--- config.mk ---
export PLATFORM = sky130hd
export DESIGN_NAME = rsc_front
export DESIGN_NICKNAME = d
export VERILOG_FILES = /design/src/design/rsc_pkg.sv /design/src/design/rsc_front.sv
export SDC_FILE = /design/constraint.sdc
export NUM_CORES = 1
export LEC_CHECK = 0
export CAP_MARGIN = 0
export CORE_MARGIN = 2
export CORE_UTILIZATION = 59
export DETAILED_ROUTE_END_ITERATION = 10
export DONT_BUFFER_PORTS = 1
export HOLD_SLACK_MARGIN = 0.12
export PLACE_DENSITY = 0.72
export SETUP_SLACK_MARGIN = 0.1
export SYNTH_ARGS = -nofsm -noshare
export SYNTH_HDL_FRONTEND = slang
export SYNTH_SLANG_ARGS = --single-unit
--- constraint.sdc ---
create_clock -name clk -period 2.1 [get_ports clk]
set_input_delay 0.42 -clock clk [delete_from_list [all_inputs] [get_ports clk]]
set_output_delay 0.42 -clock clk [all_outputs]
set_load 0.01 [all_outputs]
--- src/design/rsc_pkg.sv ---
package rsc_pkg;

  // Command codes as they arrive on req_type
  localparam logic [3:0] REQ_PUSH  = 4'd0;
  localparam logic [3:0] REQ_POP   = 4'd1;
  localparam logic [3:0] REQ_ADD   = 4'd2;
  localparam logic [3:0] REQ_SUB   = 4'd3;
  localparam logic [3:0] REQ_MUL   = 4'd4;
  localparam logic [3:0] REQ_DIV   = 4'd5;
  localparam logic [3:0] REQ_SQRT  = 4'd6;
  localparam logic [3:0] REQ_SIN   = 4'd7;
  localparam logic [3:0] REQ_COS   = 4'd8;
  localparam logic [3:0] REQ_CLEAR = 4'd9;

  localparam logic [2:0] ST_OK       = 3'd0;
  localparam logic [2:0] ST_FEW      = 3'd1;
  localparam logic [2:0] ST_FULL     = 3'd2;
  localparam logic [2:0] ST_NEG_SQRT = 3'd3;
  localparam logic [2:0] ST_SAT      = 3'd4;

  localparam logic signed [20:0] TWO_PI_Q16  = 21'sd411775;
  localparam logic signed [20:0] PI_Q16      = 21'sd205887;
  localparam logic signed [20:0] HALF_PI_Q16 = 21'sd102944;
  localparam logic [33:0]        CORDIC_GAIN = 34'h026DD3B6A;
  localparam logic [3:0]         RED_TOP     = 4'd13;

  localparam logic signed [31:0] SAT_MAX = 32'sh7FFFFFFF;
  localparam logic signed [31:0] SAT_MIN = 32'sh80000000;

  typedef enum logic [3:0] {
    OP_PUSH, OP_POP, OP_ADD, OP_SUB, OP_MUL, OP_DIV,
    OP_SQRT, OP_SIN, OP_COS, OP_CLEAR, OP_NOP
  } op_t;

  typedef enum logic [3:0] {
    S_IDLE, S_RD_B, S_RD_A, S_EXEC, S_MUL, S_DIV, S_QUOT,
    S_SQRT, S_ROOT, S_RED, S_FOLD, S_CORDIC, S_TRIG, S_WB, S_DONE
  } state_t;

  typedef struct packed {
    op_t         op;
    logic [31:0] value;
  } cmd_t;

  typedef struct packed {
    logic [31:0] value;
    logic        has;
    logic [2:0]  status;
    logic [4:0]  depth;
  } result_t;

  function automatic logic [31:0] atan_q30(input logic [4:0] i);
    logic [31:0] r;
    case (i)
      5'd0:  r = 32'h3243F6A8;
      5'd1:  r = 32'h1DAC6705;
      5'd2:  r = 32'h0FADBAFC;
      5'd3:  r = 32'h07F56EA6;
      5'd4:  r = 32'h03FEAB76;
      5'd5:  r = 32'h01FFD55B;
      5'd6:  r = 32'h00FFFAAA;
      5'd7:  r = 32'h007FFF55;
      5'd8:  r = 32'h003FFFEA;
      5'd9:  r = 32'h001FFFFD;
      5'd10: r = 32'h000FFFFF;
      5'd11: r = 32'h0007FFFF;
      5'd12: r = 32'h0003FFFF;
      5'd13: r = 32'h0001FFFF;
      5'd14: r = 32'h0000FFFF;
      5'd15: r = 32'h00007FFF;
      5'd16: r = 32'h00003FFF;
      5'd17: r = 32'h00001FFF;
      5'd18: r = 32'h00000FFF;
      5'd19: r = 32'h000007FF;
      5'd20: r = 32'h000003FF;
      5'd21: r = 32'h000001FF;
      5'd22: r = 32'h000000FF;
      5'd23: r = 32'h0000007F;
      5'd24: r = 32'h0000003F;
      5'd25: r = 32'h0000001F;
      5'd26: r = 32'h0000000F;
      5'd27: r = 32'h00000008;
      5'd28: r = 32'h00000004;
      5'd29: r = 32'h00000002;
      5'd30: r = 32'h00000001;
      default: r = 32'h00000000;
    endcase
    return r;
  endfunction

endpackage

--- src/design/rsc_front.sv ---
module rsc_front (
  input  logic               clk,
  input  logic               rst,
  input  logic               push,
  output logic               full,
  input  logic [3:0]         req_type,
  input  logic [31:0]        push_value,
  output logic               cmd_valid,
  output rsc_pkg::cmd_t      cmd,
  input  logic               cmd_pop
);

  rsc_pkg::cmd_t q [2];
  logic          wr_ptr;
  logic          rd_ptr;
  logic [1:0]    fill;
  rsc_pkg::op_t  op_dec;
  logic          do_push;

  always_comb begin
    case (req_type)
      rsc_pkg::REQ_PUSH:  op_dec = rsc_pkg::OP_PUSH;
      rsc_pkg::REQ_POP:   op_dec = rsc_pkg::OP_POP;
      rsc_pkg::REQ_ADD:   op_dec = rsc_pkg::OP_ADD;
      rsc_pkg::REQ_SUB:   op_dec = rsc_pkg::OP_SUB;
      rsc_pkg::REQ_MUL:   op_dec = rsc_pkg::OP_MUL;
      rsc_pkg::REQ_DIV:   op_dec = rsc_pkg::OP_DIV;
      rsc_pkg::REQ_SQRT:  op_dec = rsc_pkg::OP_SQRT;
      rsc_pkg::REQ_SIN:   op_dec = rsc_pkg::OP_SIN;
      rsc_pkg::REQ_COS:   op_dec = rsc_pkg::OP_COS;
      rsc_pkg::REQ_CLEAR: op_dec = rsc_pkg::OP_CLEAR;
      default:            op_dec = rsc_pkg::OP_NOP;
    endcase
  end

  assign full      = (fill == 2'd2);
  assign cmd_valid = (fill != 2'd0);
  assign cmd       = q[rd_ptr];
  assign do_push   = push && !full;

  always_ff @(posedge clk) begin
    if (do_push) begin
      q[wr_ptr] <= '{op: op_dec, value: push_value};
    end
    if (rst) begin
      wr_ptr <= 1'b0;
      rd_ptr <= 1'b0;
      fill   <= 2'd0;
    end else begin
      if (do_push) begin
        wr_ptr <= !wr_ptr;
      end
      if (cmd_pop) begin
        rd_ptr <= !rd_ptr;
      end
      fill <= fill + {1'b0, do_push} - {1'b0, cmd_pop};
    end
  end

endmodule

==> metrics.md, run 1 <==
| Metric | Value |
|---|---|
| Root buffer cell | `clkbuf_8` |
| Worst path cell trace | `buf_12 > mux2_2` |
| Hold Crit Class | `in2reg` |
| Layout cells sized above 1 | `0.386` |
| Status | `finished clean` |
| Critical Path RT | `1.68 ns` |
| Arrival time worst endpoint | `1.47 ns` |
| Mapped Cells | `142` |
| Max-Cap Viols | `0` |
| Mapped Area | `2860 um^2` |
| Nets@finish | `195` |
| Placed insts | `196` |
| Post-DP HPWL | `3000 um` |
| Fill count | `297` |
| Deepest clock path buffer count | `2` |
| WP buf/inv | `1` |
| Drt drc | `0` |
| Seq/Total Area, Yosys | `0.790` |
| Critical Path Slowest Stage Cell | `dfxtp_2` |
| Resized Gates After CTS | `0` |
| NetSw | `0.750 mW` |
| Clk pwr share | `0.379` |
| Worst Skew | `0.00622 ns` |
| Slew headroom | `0.743` |
| GRT Overall Usage | `0.164` |
| Sw frac | `0.205` |
| Internal power | `2.91 mW` |
| Via count | `1209` |
| Worst path max stage delay | `0.53 ns` |
| Setup Buffers After CTS | `0` |
| Worst slew pin tran | `0.386 ns` |
| Reg2Reg Launch Point | `fill[0]` |
| Total CTS buffers | `9` |
| H-Tree Depth | `3` |
| Cts hold-fix bufs | `0` |
| Post-synthesis cell type count | `22` |
| Slew Viols, Final | `0` |
| TritonCTS clock tree | `done` |
| Drt total wl | `4280 um` |
| Post-Syn Area per Cell | `20.2 um^2` |
| Met3 wire len | `446 um` |
| Routability cong. | `0.710` |
| Crit Path Class | `reg2out` |
| FP Rows | `25` |
| DP Area | `2950 um^2` |
| Vias in the first global route | `1275` |
| CP delay by family, top | `flip-flops` |
| CP Capture Type | `output pin` |
| Final ANT Viol Nets | `0` |
| Routed WL per cell | `20.2 um` |
| Setup TNS | `0 ns` |
| Metal-1 WL | `1560 um` |
| Maximum vdd drop | `0.791 mV` |
| Power per cell area | `1140 nW/um^2` |
| Hold_sp | `rst` |
| Period utilisation layout | `0.901` |
| Final hold viol count | `0` |
| Drt pass-1 iters | `4` |
| P_leak | `1.10 nW` |
| Setup violators final | `0` |
| Port buffer count | `0` |
| RSZ-0062 raised after global routing | `no` |
| N_diodes | `0` |
| Die W | `73.7 um` |
| Post-synthesis register bit count | `77` |
| Clk Latency, worst-skew pair | `0.32 ns` |
| Syn Nets | `184` |
| CP startpoint kind | `flip-flop` |
| Initial antenna violation count | `0` |
| Vias per Instance | `5.70` |
| Fin cells | `212` |
| Core Region | `4690 um^2` |
| Worst-path fanout max | `24` |
| Routed wl met2 | `2250 um` |
| Seq pwr share | `0.519` |
| DR top layer | `met4` |
| First-pass GRT wire length | `6170 um` |
| Grt total ovfl | `0` |
| Largest net degree at the start of global routing | `25` |
| Die H | `73.7 um` |
| Die ar. | `5430 um^2` |
| Initial DRC Count | `92` |
| Io pins | `78` |
| Ys Warns | `0` |
| Final critical-path required period | `1.89 ns` |
| Fmax | `528 MHz` |
| Combinational group share of total power | `0.102` |
| Clock Sinks | `77` |
| Layout Area Growth over Synthesis | `12.0%` |
| Post-route cell area | `3210 um^2` |
| Initial core utilization | `0.610` |
| Clock transition at the registers of the reported paths | `0.07 ns` |
## Yosys cell counts
library cell,count,share of area
and2_1,2,0.0044
nor2b_1,2,0.0044
mux2_2,36,0.14
nand2b_2,1,0.0031
a21oi_1,1,0.0017
inv_1,3,0.0039
a21o_1,1,0.0026
o21ai_0,2,0.0035
inv_2,1,0.0013
nand2_1,1,0.0013
or2_2,1,0.0022
or3_1,1,0.0022
nor3_1,1,0.0017
and3_2,1,0.0026
dfxtp_1,5,0.035
ha_1,2,0.0087
buf_4,1,0.0026
xnor2_1,1,0.0031
xor2_1,1,0.0031
edfxtp_1,72,0.76
nor2_1,3,0.0039
buf_6,3,0.012
## layout make-up
class	count	area, um^2	area share
Clock inverter	7	138	0.0429
Multi-Input combinational cell	57	544	0.170
Clock buffer	9	124	0.0386
Tap cell	54	67.6	0.0211
Inverter	4	15.0	0.00468
Sequential cell	77	2260	0.706
Timing Repair Buffer	4	55.1	0.0172
## kinds of logic (layout without fill, tap and decap cells)
| kind of cell | Yosys count | after routing | synth area share |
|---|---|---|---|
| buffers and inverters | 8 | 24 | 0.0197 |
| DFF | 77 | 77 | 0.790 |
| muxes | 36 | 36 | 0.142 |
| and+or+nand+nor | 13 | 13 | 0.0258 |
| AOI/OAI and AO/OA | 4 | 4 | 0.00787 |
| xor gates and xnor gates | 2 | 2 | 0.00612 |
| adders and majority gates | 2 | 2 | 0.00874 |
## metal layers
| layer | up-vias | global-route usage |
|---|---|---|
| met4 | 0 | 0.0848 |
| li1 | 563 | - |
| met5 | - | 0 |
| met3 | 4 | 0.0809 |
| met2 | 58 | 0.275 |
| met1 | 584 | 0.167 |
## registers in the layout (all words and copies together) (netlist names), named ones only
name / flops
wr_ptr: 1
rd_ptr: 1
q: 72
fill: 2
## cells in the final DEF, fill, tap and decap left out, types with 2 or more instances in the layout
master,n
and2_1,2
mux2_2,36
inv_1,3
dfxtp_1,4
buf_4,2
ha_1,2
o21ai_0,2
nor2_1,3
nor2b_1,2
clkbuf_8,9
clkinv_2,2
bufinv_16,4
edfxtp_1,72
buf_12,2
## stage by stage
step	util	power, mW	setup slack (ns)	hold WS [ns]
floorplan	-	2.23	0.166	0.451
global placement	0.628	2.29	0.552	0.462
detailed placement	0.628	2.31	0.498	0.493
CTS	0.683	3.70	0.171	0.143
global route	0.683	3.80	0.127	0.135
finish	0.683	3.66	0.208	0.164
## power by group through the flow
stage               sequential (mW)  clock [mW]  combinational [mW]
finish                         1.90        1.39               0.375
CTS                            1.90        1.42               0.382
global route                   1.91        1.48               0.403
global placement               1.93           0               0.368
floorplan                      1.91           0               0.319
detailed placement             1.94           0               0.380
## final timing paths
kind | endpoint | slack (ns) | depth (start not counted)
setup / recovery | cmd[26] | 0.21 | 2
hold / removal | wr_ptr | 0.16 | 1
setup reg to reg | q[0][8] | 0.48 | 5
hold reg to reg | wr_ptr | 0.50 | 2
No activity file was read; power rests on OpenSTA's default activity.
==> run 2: changes to the inputs <==
--- a/config.mk
+++ b/config.mk
@@ -6,11 +6,12 @@
 export NUM_CORES = 1
 export LEC_CHECK = 0
+export BUFFER_PORTS_ARGS = -buffer_cell sky130_fd_sc_hd__buf_2
 export CAP_MARGIN = 0
 export CORE_MARGIN = 2
-export CORE_UTILIZATION = 59
+export CORE_UTILIZATION = 51
 export DETAILED_ROUTE_END_ITERATION = 10
-export DONT_BUFFER_PORTS = 1
 export HOLD_SLACK_MARGIN = 0.12
-export PLACE_DENSITY = 0.72
+export PLACE_DENSITY = 0.75
+export RECOVER_POWER = 25
 export SETUP_SLACK_MARGIN = 0.1
 export SYNTH_ARGS = -nofsm -noshare
==> constraint.sdc (replaced) <==
create_clock -name clk -period 2.1 [get_ports clk]
set_input_delay 0.21 -clock clk [delete_from_list [all_inputs] [get_ports clk]]
set_output_delay 0.21 -clock clk [all_outputs]
set_load 0.01 [all_outputs]
==> metrics.md, run 2 (synthesis results as in run 1) <==
| Metric | Value |
|---|---|
| Initial core utilization | `0.523 (was 0.610)` |
| Vias per Instance | `4.72 (was 5.70)` |
| Commonest non-fill, non-tap cell in the layout | `edfxtp_1 (unchanged)` |
| Port buffer count | `77 (was 0)` |
| Clock Sinks | `77 (unchanged)` |
| Routed WL per cell | `14.9 um (was 20.2 um)` |
| Initial antenna violation count | `0 (unchanged)` |
| Power per cell area | `930 nW/um^2 (was 1140 nW/um^2)` |
| Period utilisation layout | `0.782 (was 0.901)` |
| WHS Path Cells | `2 (was 1)` |
| FP Rows | `27 (was 25)` |
| Clk Latency, worst-skew pair | `0.34 ns (was 0.32 ns)` |
| End of the worst hold path | `q[1][33] (was wr_ptr)` |
| Fmax | `609 MHz (was 528 MHz)` |
| Most flop-heavy register | `q (unchanged)` |
| Biggest regs | `q x72, fill x2 (unchanged)` |
| Slew Viols, Final | `0 (unchanged)` |
| Setup violators final | `0 (unchanged)` |
| Final ANT Viol Nets | `0 (unchanged)` |
| Drt drc | `0 (unchanged)` |
| RSZ-0062 raised after global routing | `no (unchanged)` |
| Layout cells sized above 1 | `0.431 (was 0.386)` |
| Met3 usage | `0.0386 (was 0.0809)` |
| Tot Pwr | `3.60 mW (was 3.66 mW)` |
| Io pins | `78 (unchanged)` |
| TritonCTS clock tree | `done (unchanged)` |
| Max reg flops | `72 (unchanged)` |
| Grt total ovfl | `0 (unchanged)` |
| Crit Path Class | `reg2out (unchanged)` |
| Worst Skew | `0.00744 ns (was 0.00622 ns)` |
| Placed insts | `291 (was 196)` |
| Post-DP HPWL | `3010 um (was 3000 um)` |
| Nets@finish | `306 (was 195)` |
| Hold_sp | `req_type[1] (was rst)` |
| Final critical-path required period | `1.64 ns (was 1.89 ns)` |
| Maximum vdd drop | `0.702 mV (was 0.791 mV)` |
| Worst-path fanout max | `36 (was 24)` |
| CP Capture Type | `output pin (unchanged)` |
| GRT Overall Usage | `0.173 (was 0.164)` |
| Vias in the first global route | `1686 (was 1275)` |
| Commonest cells after routing, fill and taps aside | `edfxtp_1, buf_2, mux2_2 (was edfxtp_1, mux2_2, clkbuf_8)` |
| Global route hottest layer | `met2 (unchanged)` |
| Final hold viol count | `0 (unchanged)` |
| Routability cong. | `0.704 (was 0.710)` |
| First-pass GRT wire length | `7860 um (was 6170 um)` |
| Worst slew pin tran | `0.279 ns (was 0.386 ns)` |
| Grt met1 use | `0.211 (was 0.167)` |
| Slew headroom | `0.814 (was 0.743)` |
| FF-to-FF End | `q[0][21] (was q[0][8])` |
| Drt total wl | `5080 um (was 4280 um)` |
| Status | `finished clean (unchanged)` |
| Resized Gates After CTS | `0 (unchanged)` |
| N_diodes | `0 (unchanged)` |
| Met2 Resource Use GR | `0.291 (was 0.275)` |
| Reg2Reg Launch Point | `fill[0] (unchanged)` |
| Fin cells | `341 (was 212)` |
| Die ar. | `6230 um^2 (was 5430 um^2)` |
| Largest net degree at the start of global routing | `37 (was 25)` |
| H-Tree Depth | `3 (unchanged)` |
| Layout Area Growth over Synthesis | `35.4% (was 12.0%)` |
| Die W | `78.9 um (was 73.7 um)` |
| Max-Cap Viols | `0 (unchanged)` |
| Root buffer cell | `clkbuf_8 (unchanged)` |
| Initial DRC Count | `109 (was 92)` |
| Worst reg2reg setup slack | `0.56 ns (was 0.48 ns)` |
| P_leak | `1.47 nW (was 1.10 nW)` |
| Clock transition at the registers of the reported paths | `0.07 ns (about the same)` |
| FF-to-FF path depth | `5 (unchanged)` |
| Drt pass-1 iters | `5 (was 4)` |
| Deepest clock path buffer count | `2 (unchanged)` |
| Arrival time worst endpoint | `1.43 ns (was 1.47 ns)` |
| Total CTS buffers | `9 (unchanged)` |
| Hold Crit Class | `in2reg (unchanged)` |
| Die H | `78.9 um (was 73.7 um)` |
| CP startpoint kind | `flip-flop (unchanged)` |
| Setup TNS | `0 ns (unchanged)` |
| Core Region | `5470 um^2 (was 4690 um^2)` |
| Critical Path RT | `1.89 ns (was 1.68 ns)` |
| Via count | `1611 (was 1209)` |
[run 2: final cells by class]
type                       instances  area [um^2]
sequential                        77         2260
tap                               72         90.1
fill                             385         1600
clock buffer                       9          124
inverter                           4         15.0
timing repair buffer             115          758
clock inverter                     7         80.1
multi-input combinational         57          544
[run 2: metrics by stage]
stage          utilization  worst slack, ns  hold slack [ns]  cell area (um^2)
6_report             0.708            0.458            0.164              3870
5_1_grt              0.708            0.405            0.172              3870
4_1_cts              0.712            0.444            0.153              3900
3_5_place_dp         0.613            0.563            0.402              3350
3_3_place_gp         0.613            0.592            0.398              3350
2_1_floorplan            -            0.166            0.279              2860
[run 2: worst max-delay path by stage]
stage / from / end / slack [ns] / cells after the start
after floorplan: fill[0] / q[0][0] / 0.17 / 4
after global placement: fill[0] / q[0][17] / 0.59 / 5
after detailed placement: fill[0] / q[0][14] / 0.56 / 5
after CTS: flip-flop / cmd[1] / 0.44 / 3
after global routing: flip-flop / cmd[34] / 0.41 / 3
final: flip-flop / cmd[34] / 0.46 / 3
[run 2: power breakdown]
group	switching (mW)	internal (mW)	leakage (nW)	total, mW
registers	0.0389	1.85	0.713	1.89
clock network	0.492	0.651	0.103	1.14
logic	0.287	0.284	0.651	0.571
[run 2: routing by layer]
metal	up-vias	routed length (um)
met2	44	2550
met3	8	237
li1	786	-
met4	0	82
met5	-	0
met1	773	2210
[run 2: repair_timing]
item                                   in CTS  in global routing
endpoints found under the hold margin      71                  0
hold buffers                               34                  0
buffers inserted                            0                  0
[run 2: worst max-delay path: stages (launching register included)]
cell     delay [ns]
dfxtp_2        0.34
buf_12         0.22
mux2_2         0.37
buf_2          0.14
==> run 3: changes to the inputs <==
Settings changed: CORE_UTILIZATION 51 to 46, PLACE_DENSITY 0.75 to 0.71.
Clock period 2.1 ns to 1.3 ns, I/O delays scaled along.
==> metrics.md, run 3 (synthesis results as in run 1) <==
| Metric | Value |
|---|---|
| Drt total wl | `6370 um (was 5080 um)` |
| PnR worst setup slack | `-0.221 ns (was 0.458 ns)` |
| Critical Path RT | `1.17 ns (was 1.89 ns)` |
| Initial DRC Count | `71 (was 109)` |
| Crit Path Class | `reg2out (unchanged)` |
| First-pass GRT wire length | `9400 um (was 7860 um)` |
| Biggest regs | `q x72, fill x2 (unchanged)` |
| NetSw | `1.54 mW (was 0.817 mW)` |
| Drt drc | `0 (unchanged)` |
| Routability cong. | `0.745 (was 0.704)` |
| GRT Overall Usage | `0.179 (was 0.173)` |
| Arrival time worst endpoint | `1.39 ns (was 1.43 ns)` |
| Sw frac | `0.225 (was 0.227)` |
| Io pins | `78 (unchanged)` |
| Max-Cap Viols | `0 (unchanged)` |
| Critical Path Slowest Stage Cell | `dfxtp_4 (was mux2_2)` |
| Slew Viols, Final | `0 (unchanged)` |
| Worst-path fanout max | `6 (was 36)` |
| Status | `complete, but fails checks (was finished clean)` |
| Hold Crit Class | `in2reg (unchanged)` |
| FF-to-FF path depth | `5 (unchanged)` |
| P_leak | `1.84 nW (was 1.47 nW)` |
| Fmax | `657 MHz` |
| Initial antenna violation count | `2 (was 0)` |
| Most flop-heavy register | `q (unchanged)` |
| DP Area | `3440 um^2 (was 3350 um^2)` |
| Final ANT Viol Nets | `0 (unchanged)` |
| FP Rows | `28 (was 27)` |
| Post-DP HPWL | `3360 um (was 3010 um)` |
| Final critical-path required period | `1.52 ns` |
| Die ar. | `6870 um^2 (was 6230 um^2)` |
| Failing checks | `setup timing` |
| Clk pwr share | `0.316 (was 0.317)` |
| Clock Sinks | `77 (unchanged)` |
| Core Region | `5960 um^2 (was 5470 um^2)` |
| Storage cell area | `2270 um^2 (was 2260 um^2)` |
| Commonest non-fill, non-tap cell in the layout | `edfxtp_1 (unchanged)` |
| Final hold viol count | `0 (unchanged)` |
| Via count | `1755 (was 1611)` |
| Combinational group share of total power | `0.234 (was 0.158)` |
| H-Tree Depth | `3 (unchanged)` |
| Fin cells | `363 (was 341)` |
| Area of the multi-input gates | `748 um^2 (was 544 um^2)` |
| Worst path cell trace | `clkbuf_16 > mux2_4 > buf_6 (was buf_12 > mux2_2 > buf_2)` |
| Clk Latency, worst-skew pair | `0.34 ns (about the same)` |
| Worst Skew | `0.00744 ns (about the same)` |
| Max reg flops | `72 (unchanged)` |
| Port buffer count | `77 (unchanged)` |
| Fill count | `339 (was 385)` |
| Deepest clock path buffer count | `2 (unchanged)` |
| Period utilisation layout | `1.17` |
| WHS Path Cells | `2 (unchanged)` |
| Post-route cell area | `4650 um^2 (was 3870 um^2)` |
| Routed WL per cell | `17.6 um (was 14.9 um)` |
| WP buf/inv | `2 (unchanged)` |
| CP Depth | `3 (unchanged)` |
| Grt total ovfl | `0 (unchanged)` |
| RSZ-0062 raised after global routing | `yes (was no)` |
| Setup TNS | `-12.79 ns (was 0 ns)` |
| Vias per Instance | `4.83 (was 4.72)` |
| Nets@finish | `323 (was 306)` |
| Seq pwr share | `0.450 (was 0.524)` |
| Initial core utilization | `0.481 (was 0.523)` |
| Power per cell area | `1470 nW/um^2 (was 930 nW/um^2)` |
| CP Capture Type | `output pin (unchanged)` |
| Internal power | `5.31 mW (was 2.79 mW)` |
| Clock transition at the registers of the reported paths | `0.07 ns (about the same)` |
| Total CTS buffers | `9 (unchanged)` |
| Layout cells sized above 1 | `0.524 (was 0.431)` |
| Die H | `82.9 um (was 78.9 um)` |
| Slew headroom | `0.871 (was 0.814)` |
| Vias in the first global route | `1923 (was 1686)` |
| Root buffer cell | `clkbuf_8 (unchanged)` |
| Placed insts | `300 (was 291)` |
| Commonest cells after routing, fill and taps aside | `edfxtp_1, buf_6, dlygate4sd3_1 (was edfxtp_1, buf_2, mux2_2)` |
| TritonCTS clock tree | `done (unchanged)` |
| Setup violators final | `74 (was 0)` |
| Worst slew pin tran | `0.193 ns (was 0.279 ns)` |
| Layout Area Growth over Synthesis | `62.6% (was 35.4%)` |
| Maximum vdd drop | `0.945 mV (was 0.702 mV)` |
| CP startpoint kind | `flip-flop (unchanged)` |
| Drt pass-1 iters | `4 (was 5)` |
| Largest net degree at the start of global routing | `19 (was 37)` |
| Worst path max stage delay | `0.44 ns (was 0.37 ns)` |
| CP delay by family, top | `flip-flops (was multiplexers)` |
| Die W | `82.9 um (was 78.9 um)` |
run 3: cell types whose count changed in the layout (fill, tap and decap cells not counted), sizes merged:
| cell | change |
|---|---|
| buf | +19 |
| bufinv | +1 |
| clkinv | -5 |
| clkbuf | -2 |
| diode | +2 |
| inv | -1 |
| clkinvlp | +2 |
| dlygate4sd3 | +3 |
run 3: worst paths after layout:
kind / startpoint / slack (ns) / to
max: flip-flop / -0.22 / cmd[5]
min: req_type[2] / 0.17 / q[1][33]
max reg2reg: fill[0] / -0.16 / q[0][23]
min reg2reg: wr_ptr / 0.51 / wr_ptr
run 3: what timing repair did:
| item | CTS | global route |
|---|---|---|
| setup buffers | 0 | 2 |
| gates resized for setup | 47 | 58 |
| hold endpoints to repair | 75 | 0 |
| gates cloned | 1 | 5 |
| hold buffers | 37 | 0 |
| pin swaps | 6 | 2 |
| endpoints found under the setup margin | 75 | 111 |
run 3: power by group through the flow:
stage               sequential [mW]  combinational [mW]  clock (mW)
CTS                            3.06                1.27        2.20
global route                   3.10                1.70        2.31
detailed placement             3.10               0.962           0
finish                         3.08                1.60        2.16
global placement               3.09               0.950           0
floorplan                      3.09               0.536           0
run 3: metal layers:
metal / vias up / GRT usage / share of wire
li1: 827 / - / -
met1: 867 / 0.211 / 0.41
met2: 50 / 0.304 / 0.54
met3: 11 / 0.0408 / 0.035
met4: 0 / 0.0969 / 0.013
met5: - / 0 / 0
run 3: worst register-to-register path: cells and delay by family (launching register included):
| kind | cells | cell delay [ns] |
|---|---|---|
| buf+inv | 3 | 0.35 |
| flops | 1 | 0.33 |
| simple gates | 2 | 0.50 |
run 3: cell type report:
class / count / share of cell area
clock inverter: 4 / 0.0210
tap: 75 / 0.0202
multi-input combinational: 57 / 0.161
sequential: 77 / 0.487
inverter: 4 / 0.00457
clock buffer: 12 / 0.0312
timing repair buffer: 132 / 0.274
antenna: 2 / 0.00108
run 3: stage by stage:
step	hold slack, ns	setup slack, ns	util	total power [mW]
final	0.165	-0.221	0.782	6.84
after floorplan	0.194	-0.289	-	3.63
after CTS	0.143	-0.227	0.719	6.53
after global routing	0.150	-0.262	0.782	7.11
after global placement	0.319	-0.154	0.578	4.04
after detailed placement	0.322	-0.194	0.578	4.07
